**config.mk**
```make
export PLATFORM = sky130hd
export DESIGN_NAME = periodic_task_deadline_monitor
export DESIGN_NICKNAME = d
export VERILOG_FILES = /design/src/design/ptdm_pkg.sv /design/src/design/ptdm_state_unit.sv /design/src/design/periodic_task_deadline_monitor.sv
export SDC_FILE = /design/constraint.sdc
export NUM_CORES = 1
export LEC_CHECK = 0
export ABC_AREA = 1
export BUFFER_PORTS_ARGS = -buffer_cell sky130_fd_sc_hd__buf_2
export CORE_UTILIZATION = 49
export CTS_BUF_LIST = sky130_fd_sc_hd__clkbuf_2
export CTS_CLUSTER_DIAMETER = 80
export CTS_CLUSTER_SIZE = 10
export DETAILED_ROUTE_END_ITERATION = 6
export PLACE_DENSITY = 0.68
export SETUP_SLACK_MARGIN = 0.2
export SYNTH_ARGS = -nofsm -noshare
export SYNTH_HDL_FRONTEND = slang
export SYNTH_SLANG_ARGS = --single-unit
```
**constraint.sdc**
```tcl
create_clock -name clock -period 23.2 [get_ports clock]
set_clock_uncertainty 0.1 [all_clocks]
set_input_delay 3.48 -clock clock [delete_from_list [all_inputs] [get_ports clock]]
set_output_delay 3.48 -clock clock [all_outputs]
set_load 0.01 [all_outputs]
```
**src/design/ptdm_pkg.sv**
```systemverilog
// Shared types, event codes and constants for the periodic task deadline monitor.
package ptdm_pkg;

   localparam int TimeWidth   = 31;
   localparam int StampWidth  = 32;
   localparam int CountWidth  = 32;
   localparam int PeriodWidth = 16;
   localparam int FuncWidth   = 3;

   localparam logic [StampWidth-1:0] TIME_NONE = '1;
   localparam logic [StampWidth-1:0] TIME_MAX  = {1'b0, {(StampWidth-1){1'b1}}};

   typedef enum logic [FuncWidth-1:0] {
      FUNC_RELEASE  = 3'd0,
      FUNC_ADMIT    = 3'd1,
      FUNC_CANCEL   = 3'd2,
      FUNC_START    = 3'd3,
      FUNC_COMPLETE = 3'd4,
      FUNC_OBSERVE  = 3'd5
   } func_type;

   typedef logic [TimeWidth-1:0]   time_type;
   typedef logic [StampWidth-1:0]  stamp_type;
   typedef logic [CountWidth-1:0]  count_type;
   typedef logic [PeriodWidth-1:0] period_type;

   // Input word, lowest bit first: now, drop_outstanding.
   typedef struct packed {
      logic     drop_outstanding;
      time_type now;
   } req_word_type;

   // Result word, lowest bit first: sample_time, release_count,
   // completion_count, cancel_count, missed_flag, deadline_flag,
   // outstanding_flag, age_since_success, job_release_time, start_time,
   // finish_time, zero pad.
   typedef struct packed {
      logic [5:0] pad;
      stamp_type  finish_time;
      stamp_type  start_time;
      stamp_type  job_release_time;
      count_type  age_since_success;
      logic       outstanding_flag;
      logic       deadline_flag;
      logic       missed_flag;
      count_type  cancel_count;
      count_type  completion_count;
      count_type  release_count;
      time_type   sample_time;
   } rsp_word_type;

endpackage

```
**src/design/ptdm_state_unit.sv**
```systemverilog
// Task state registers, period register and the per-event update logic.
module ptdm_state_unit import ptdm_pkg::*; (
   input  logic         clock,
   input  logic         reset,
   input  logic         csr_wr_en,
   input  period_type   csr_wr_data,
   input  logic         upd,
   input  func_type     func,
   input  req_word_type word,
   output rsp_word_type rsp_in
);

   period_type period_ff;
   stamp_type  latest_ff, latest_in;
   stamp_type  admitted_ff, admitted_in;
   stamp_type  start_ff, start_in;
   stamp_type  finish_ff, finish_in;
   stamp_type  success_ff, success_in;
   stamp_type  pending_ff, pending_in;
   count_type  releases_ff, releases_in;
   count_type  completions_ff, completions_in;
   count_type  cancels_ff, cancels_in;
   time_type   sample_ff, sample_in;
   count_type  age_ff, age_in;
   logic       missed_ff, missed_in;
   logic       deadline_ff, deadline_in;
   logic       outstanding_ff, outstanding_in;

   stamp_type now_ext;
   stamp_type cancel_sum;
   stamp_type admit_deadline;

   assign now_ext        = {1'b0, word.now};
   assign cancel_sum     = latest_ff + {{(StampWidth-PeriodWidth){1'b0}}, period_ff};
   assign admit_deadline = admitted_ff + {{(StampWidth-PeriodWidth){1'b0}}, period_ff};

   always_comb begin
      latest_in      = latest_ff;
      admitted_in    = admitted_ff;
      start_in       = start_ff;
      finish_in      = finish_ff;
      success_in     = success_ff;
      pending_in     = pending_ff;
      releases_in    = releases_ff;
      completions_in = completions_ff;
      cancels_in     = cancels_ff;
      sample_in      = sample_ff;
      age_in         = age_ff;
      missed_in      = missed_ff;
      deadline_in    = deadline_ff;
      outstanding_in = outstanding_ff;
      if (period_ff != '0) begin
         unique case (func)
            FUNC_RELEASE: begin
               sample_in   = word.now;
               latest_in   = now_ext;
               releases_in = releases_ff + 1'b1;
               missed_in   = 1'b0;
               deadline_in = !pending_ff[StampWidth-1] && (now_ext >= pending_ff);
               if (deadline_in) begin
                  pending_in = TIME_NONE;
               end
            end
            FUNC_ADMIT: begin
               outstanding_in = 1'b1;
               admitted_in    = latest_ff;
               start_in       = TIME_NONE;
               finish_in      = TIME_NONE;
            end
            FUNC_CANCEL: begin
               missed_in  = 1'b1;
               cancels_in = cancels_ff + 1'b1;
               pending_in = cancel_sum[StampWidth-1] ? TIME_MAX : cancel_sum;
               if (word.drop_outstanding) begin
                  outstanding_in = 1'b0;
               end
            end
            FUNC_START: begin
               start_in = now_ext;
            end
            FUNC_COMPLETE: begin
               finish_in      = now_ext;
               success_in     = now_ext;
               completions_in = completions_ff + 1'b1;
               outstanding_in = 1'b0;
            end
            FUNC_OBSERVE: begin
               sample_in = word.now;
               age_in    = success_ff[StampWidth-1] ? now_ext : now_ext - success_ff;
               if (!admitted_ff[StampWidth-1]) begin
                  if ((outstanding_ff && now_ext >= admit_deadline) ||
                      (finish_ff == now_ext && now_ext > admit_deadline)) begin
                     deadline_in = 1'b1;
                  end
               end
            end
            default: begin
            end
         endcase
      end
   end

   always_comb begin
      rsp_in                   = '0;
      rsp_in.sample_time       = sample_in;
      rsp_in.release_count     = releases_in;
      rsp_in.completion_count  = completions_in;
      rsp_in.cancel_count      = cancels_in;
      rsp_in.missed_flag       = missed_in;
      rsp_in.deadline_flag     = deadline_in;
      rsp_in.outstanding_flag  = outstanding_in;
      rsp_in.age_since_success = age_in;
      rsp_in.job_release_time  = admitted_in;
      rsp_in.start_time        = start_in;
      rsp_in.finish_time       = finish_in;
   end

   always_ff @(posedge clock) begin
      if (reset) begin
         period_ff <= '0;
      end else if (csr_wr_en) begin
         period_ff <= csr_wr_data;
      end
   end

   always_ff @(posedge clock) begin
      if (reset) begin
         latest_ff      <= TIME_NONE;
         admitted_ff    <= TIME_NONE;
         start_ff       <= TIME_NONE;
         finish_ff      <= TIME_NONE;
         success_ff     <= TIME_NONE;
         pending_ff     <= TIME_NONE;
         releases_ff    <= '0;
         completions_ff <= '0;
         cancels_ff     <= '0;
         sample_ff      <= '0;
         age_ff         <= '0;
         missed_ff      <= 1'b0;
         deadline_ff    <= 1'b0;
         outstanding_ff <= 1'b0;
      end else if (upd) begin
         latest_ff      <= latest_in;
         admitted_ff    <= admitted_in;
         start_ff       <= start_in;
         finish_ff      <= finish_in;
         success_ff     <= success_in;
         pending_ff     <= pending_in;
         releases_ff    <= releases_in;
         completions_ff <= completions_in;
         cancels_ff     <= cancels_in;
         sample_ff      <= sample_in;
         age_ff         <= age_in;
         missed_ff      <= missed_in;
         deadline_ff    <= deadline_in;
         outstanding_ff <= outstanding_in;
      end
   end

`ifndef SYNTHESIS
   a_release_bumps_count: assert property (@(posedge clock) disable iff (reset)
      (upd && period_ff != '0 && func == FUNC_RELEASE) |=>
         releases_ff == $past(releases_ff) + 1'b1)
      else $error("release count did not advance on release");

   a_disabled_holds: assert property (@(posedge clock) disable iff (reset)
      (upd && period_ff == '0) |=>
         $stable(releases_ff) && $stable(cancels_ff) && $stable(deadline_ff))
      else $error("state changed while monitor disabled");

   a_pending_saturates: assert property (@(posedge clock) disable iff (reset)
      (upd && period_ff != '0 && func == FUNC_CANCEL) |=> !pending_ff[StampWidth-1])
      else $error("pending deadline left range on cancel");
`endif

endmodule

```
**src/design/periodic_task_deadline_monitor.sv**
```systemverilog
// Top level: input word register, task state unit and result word register.
// Throughput: one word per cycle unless a held result word waits for rsp_tready.
// Input register frees as its word moves into the result register; the state
// updates in that same cycle, so consecutive events see each other's effect.
// Reset: synchronous, active high; period zero, times none, counts and flags clear.
module periodic_task_deadline_monitor import ptdm_pkg::*; (
   input  logic                      clock,
   input  logic                      reset,
   input  logic                      csr_wr_en,
   input  logic [PeriodWidth-1:0]    csr_wr_data,
   input  logic                      req_tvalid,
   output logic                      req_tready,
   input  logic [31:0]               req_tdata,   // now, drop_outstanding
   input  logic [FuncWidth-1:0]      req_tuser,   // func
   output logic                      rsp_tvalid,
   input  logic                      rsp_tready,
   output logic [263:0]              rsp_tdata    // sample_time, release_count,
                                                  // completion_count, cancel_count,
                                                  // missed_flag, deadline_flag,
                                                  // outstanding_flag, age_since_success,
                                                  // job_release_time, start_time,
                                                  // finish_time, zero pad
);

   logic         in_valid_ff;
   req_word_type word_ff;
   func_type     func_ff;
   logic         out_valid_ff;
   rsp_word_type result_ff;
   rsp_word_type result_in;
   logic         advance;

   assign advance    = in_valid_ff && (!out_valid_ff || rsp_tready);
   assign req_tready = !in_valid_ff || advance;
   assign rsp_tvalid = out_valid_ff;
   assign rsp_tdata  = result_ff;

   ptdm_state_unit u_state (
      .clock       (clock),
      .reset       (reset),
      .csr_wr_en   (csr_wr_en),
      .csr_wr_data (csr_wr_data),
      .upd         (advance),
      .func        (func_ff),
      .word        (word_ff),
      .rsp_in      (result_in)
   );

   always_ff @(posedge clock) begin
      if (reset) begin
         in_valid_ff <= 1'b0;
      end else if (req_tready) begin
         in_valid_ff <= req_tvalid;
      end
   end

   always_ff @(posedge clock) begin
      if (req_tready && req_tvalid) begin
         word_ff <= req_tdata;
         func_ff <= func_type'(req_tuser);
      end
   end

   always_ff @(posedge clock) begin
      if (reset) begin
         out_valid_ff <= 1'b0;
      end else if (advance) begin
         out_valid_ff <= 1'b1;
      end else if (rsp_tready) begin
         out_valid_ff <= 1'b0;
      end
   end

   always_ff @(posedge clock) begin
      if (advance) begin
         result_ff <= result_in;
      end
   end

`ifndef SYNTHESIS
   a_advance_fills_output: assert property (@(posedge clock) disable iff (reset)
      advance |=> out_valid_ff)
      else $error("result word lost after advance");

   a_stall_only_when_full: assert property (@(posedge clock) disable iff (reset)
      !req_tready |-> (in_valid_ff && out_valid_ff && !rsp_tready))
      else $error("input stalled without a full pipeline");

   a_pad_zero: assert property (@(posedge clock) disable iff (reset)
      out_valid_ff |-> result_ff.pad == '0)
      else $error("result pad bits not zero");
`endif

endmodule
```
* Yosys cells after proc, flatten, opt, wreduce, memory -nomap -nowiden
Index checks and enable logic that the tools add are counted.
W data, S select, Z words.
** Word-level totals
- Bits in registers :: 665
- Bits of input ports :: 56
- Output and inout bits :: 266
- Word-level logic and storage cells :: 97
** Operators by class
- Add/subtract/negate cells :: 6
- Magnitude comparators :: 3
- Eq/ne operators :: 7
- Multiplexer cells :: 31
- Reduce and logical (&&, ||, !) cells :: 19
** Operators with widths (count)
- $mux W32 :: 14
- $pmux W32 S2 :: 3
- $add A32 B1 Y32 const B :: 3
- $mux W31 :: 3
- $add A32 B16 Y32 :: 2
- $ge A31 B32 Y1 :: 2
- $eq A32 B31 Y1 :: 1
- $gt A31 B32 Y1 :: 1
- $sub A31 B32 Y32 :: 1
- $reduce_bool A16 Y1 :: 1
- $mux W1 :: 8
- $eq A3 B2 Y1 const B :: 2
- $eq A3 B3 Y1 const B :: 2
- $reduce_and A3 Y1 :: 2
- $logic_and A1 B1 Y1 :: 5
- $pmux W1 S2 :: 2
- $reduce_and A4 Y1 :: 1
- $reduce_bool A2 Y1 :: 2
- $eq A3 B1 Y1 const B :: 1
- $logic_not A1 Y1 :: 3
- $logic_not A3 Y1 :: 1
- $logic_or A1 B1 Y1 :: 3
- $pmux W1 S3 :: 1
- $ne A2 B1 Y1 const B :: 1
- $reduce_or A2 Y1 :: 1

* Logic depth before layout (Yosys ltp)
- Depth after elaboration :: 8
- Depth in mapped cells :: 27
- Depth with buffers taken out :: 27

* Hierarchy
Synthesis repeated with hierarchy kept, for this count alone.
** Unflattened totals
- Cells, all modules :: 4153
- Area total of the unflattened synthesis :: 33803.7 µm²
** Modules (own cells, without submodules)
- ptdm_state_unit :: times used 1, cells an instance 3842, area each 24733.7 µm², seq. area each 7407.1 µm²
- periodic_task_deadline_monitor :: times used 1, cells an instance 311, area each 9069.9 µm², seq. area each 9018.6 µm²

* Least setup slack after synthesis
OpenSTA, ideal clock, no wires.
- Path kind :: input to register
- From :: input rsp_tready
- To :: register result_ff, in the netlist rsp_tdata[0] (enable)
- Setup time :: 722 ps
- Arrival :: 11336 ps
- Data required time :: 22378 ps
- Slack :: 11042 ps
- Stages on the path :: 7
- Path buffers :: 3
- Cell sequence :: inv_1 nand2_1 nand2_1 buf_2 inv_2 clkbuf_1 buf_1
** Between the ends
- Longest elaborated chain between the ends :: 2
** RTL lines
- from (decl) :: RTL line periodic_task_deadline_monitor.sv:16 : input logic rsp_tready,
- $logic_or A1 B1 Y1 :: RTL line periodic_task_deadline_monitor.sv:33 : assign advance = in_valid_ff && (!out_valid_ff || rsp_tready);
- $logic_and A1 B1 Y1 :: RTL line periodic_task_deadline_monitor.sv:33
- named net advance :: RTL line periodic_task_deadline_monitor.sv:31 : logic advance;
- to (signal assigned) :: RTL line periodic_task_deadline_monitor.sv:76 : result_ff <= result_in;
- to (decl) :: RTL line periodic_task_deadline_monitor.sv:29 : rsp_word_type result_ff;
The timed path passes the listed nets, and every way through them passes these cells.
A chain may end at the register's enable or synchronous reset.

* Worst setup path in the final report
- From :: input rsp_tready
- To :: output req_tready
** Between the ends
- Longest elaborated chain between the ends :: 3
** RTL lines
- $logic_or A1 B1 Y1 :: RTL line periodic_task_deadline_monitor.sv:33
- $logic_and A1 B1 Y1 :: RTL line periodic_task_deadline_monitor.sv:33
- $logic_or A1 B1 Y1 :: RTL line periodic_task_deadline_monitor.sv:34 : assign req_tready = !in_valid_ff || advance;
- to (decl) :: RTL line periodic_task_deadline_monitor.sv:12 : output logic req_tready,
No other way between the ends.

==> summary.md <==
| Metric | Value |
|---|---|
| Outcome | complete, but fails checks |
| Failing checks | DRC |
| Core area | 67,600 um^2 |
| Largest cells by area after synthesis | edfxtp_1 (26%), dfxtp_1 (22%), nand2_1 (9.5%) |
| Maximum VDD drop | 0.0464 mV |
| Worst-Skew Late Latency | 1190 ps |
| Worst Path Required | 19,620 ps |
| Slew headroom | 28.1% |
| H-tree Lvls | 3 |
| Hold Crit Class | reg -> reg |
| Clock transition at path regs | 170 ps |
| Sequential cell area | 16,200 um^2 |
| Die X | 264 um |
| CTS Sinks | 665 |
| Ports | 322 |
| Final setup viols | 0 |
| Synth cell count leaders | nand2_1 (854), inv_1 (593), a21oi_1 (385), dfxtp_1 (372), nor2_1 (325) |
| Fin crit share | 32.5% |
| Cell Area, Synth | 33,700 um^2 |
| Flop and latch count out of synthesis | 665 |
| Antenna-violating nets left | 0 |
| Power Density | 64.0 nW/um^2 |
| Initial drt markers | 2,515 |
| Clock root buffer | clkbuf_2 |
| # DRC | 1 |
| Post-synth EDFFs | 293 |
| First-pass GRT wire length | 149,000 um |
| Largest area contributor in the synthesized netlist | edfxtp_1 |
| GRT Overall Usage | 27.3% |
| CTS Buffer Depth | 3 |
| Crit path DAT | 3960 ps |
| Seq/Total Area, Yosys | 48.2% |
| Initial Util | 49.8% |
| Overall power | 2.34 mW |
| Drt wl/cell | 18.2 um |
| Crit-path max FO | 3 |
| Fin Setup TNS | 0 ps |
| Initial antenna violation count | 3 |
| Cts hold-fix bufs | 0 |
| Final slew viol count | 0 |
| DRT Pass-1 Iters | 7 |
| Final hold violation count | 0 |
| Worst setup SP type | input port |
| GPL Wtd Cong | 0.948 |
| Synth unique cells | 55 |
| TritonCTS Buffers | 76 |
| Multi-input logic area | 14,400 um^2 |
| YS warnings | 0 |
| CP endpoint kind | output port |
| Post-CTS sizing | 0 |
| Share of layout cells above drive strength 1 | 13.2% |
| Prevailing post-synth register cell | dfxtp_1 |
| NumNets Final | 4,591 |
| Max-cap violation count | 0 |
| Vias/cell | 5.34 |
| Vias in the first global route | 26,016 |
| Via Count | 28,513 |
| Worst-Margin Slew | 1080 ps |
| Leakage | 17.4 nW |
| Setup bufs post-CTS | 0 |
| Die Span Y | 264 um |
| Area share of the largest cell type after synthesis | 26.1% |
| Die area | 69,800 um^2 |
| RSZ-0062 raised after global routing | no |
| Layout fillers | 6,333 |
| Syn Area/Cell | 8.12 um^2 |
| PortBufs | 315 |
| Row count | 95 |
| Syn Inst Count | 4,150 |
| Placed wire-length estimate after detailed placement | 69,700 um |
| Period minus WS final | 7540 ps |
| GRT Residual Overflow | 0 |
| Count leader, synth | nand2_1 |
| Achievable Freq | 133 MHz |
| Share of synthesized registers carrying an async set or reset | 0% |
| Routed WL | 96,900 um |
| Area grow syn2layout | 8.58% |
| Largest net degree at the start of global routing | 150 |
| CTS tree | yes |
| Crit path kind | in -> out |
[cells in the final DEF, fill, tap and decap left out, types with 185 or more instances in the layout]
master	count
o21ai_0	282
edfxtp_1	293
nand2_1	853
nand3_1	185
buf_2	314
inv_1	591
dfxtp_1	372
nor2_1	324
a21oi_1	385
[worst max-delay path, cell delays in order]
cell and delay, ps:
buf_2 100, inv_1 60, nand3_1 140, buf_2 180
[final cells by class]
cell class / count / area share (%)
flip-flops and latches: 665 / 44.4
well taps: 873 / 2.99
repair buffers: 346 / 4.97
diodes: 6 / 0.0410
clock inverters: 7 / 0.315
multi-input cells: 2708 / 39.3
clock buffers: 128 / 1.75
inverters: 607 / 6.26
[flip-flops by register name, summed over array words and instances, names as in the netlist, 3 cells and up]
register                flops
rsp_tdata                 258
u_state.admitted_ff        32
u_state.age_ff             32
u_state.cancels_ff         32
u_state.completions_ff     32
u_state.finish_ff          32
u_state.latest_ff          32
u_state.pending_ff         32
u_state.releases_ff        32
u_state.start_ff           32
u_state.success_ff         32
word_ff                    32
u_state.sample_ff          31
u_state.period_ff          16
func_ff                     3
[kinds of logic after synthesis]
group           after synthesis  synth area share, %
compound gates              901                 14.6
xor+xnor                    138                 3.65
fa+ha+maj                   131                 4.93
buf+inv                     782                 9.25
flops                       665                 48.2
other cells                   1               0.0111
simple gates               1532                 19.3
[per-layer routing]
layer,share of wire [%],vias to the layer above,global-route usage [%]
li1,-,14146,-
met1,45,13321,38.4
met2,46,913,44.0
met3,6.5,133,3.23
met4,2.6,0,8.36
met5,0,-,0
[path summary, 6_finish.rpt]
kind | from | endpoint | slack (ps) | depth (start not counted)
hold / removal | u_state.pending_ff[15]$_SDFFE_PP1P_ | u_state.pending_ff[15]$_SDFFE_PP1P_ | 380 | 2
setup reg to reg | u_state.period_ff[0]$_SDFFE_PP0P_ | rsp_tdata[128]$_DFFE_PP_ | 18630 | 25
setup / recovery | rsp_tready | req_tready | 15660 | 4
hold reg to reg | u_state.pending_ff[15]$_SDFFE_PP1P_ | u_state.pending_ff[15]$_SDFFE_PP1P_ | 380 | 2
[metrics by stage]
stage | hold slack, ps | utilization [%] | instances | cell area (um^2) | worst slack [ps]
floorplan | 329 | - | 4155 | 33700 | 11040
global placement | 339 | 52.9 | 5199 | 35800 | 15670
detailed placement | 345 | 52.9 | 5199 | 35800 | 15670
CTS | 384 | 54.1 | 5334 | 36600 | 15670
global route | 408 | 54.1 | 5339 | 36600 | 15620
finish | 380 | 54.1 | 5340 | 36600 | 15660
[where the power goes]
part / total, mW / internal, mW / leakage, nW / switching (mW)
Combinational: 0.415 / 0.137 / 11.1 / 0.277
Sequential: 1.35 / 1.30 / 5.77 / 0.0486
Clock: 0.578 / 0.175 / 0.587 / 0.403
Total: 2.34 / 1.61 / 17.4 / 0.729
Power figures use the tool's default switching activity.
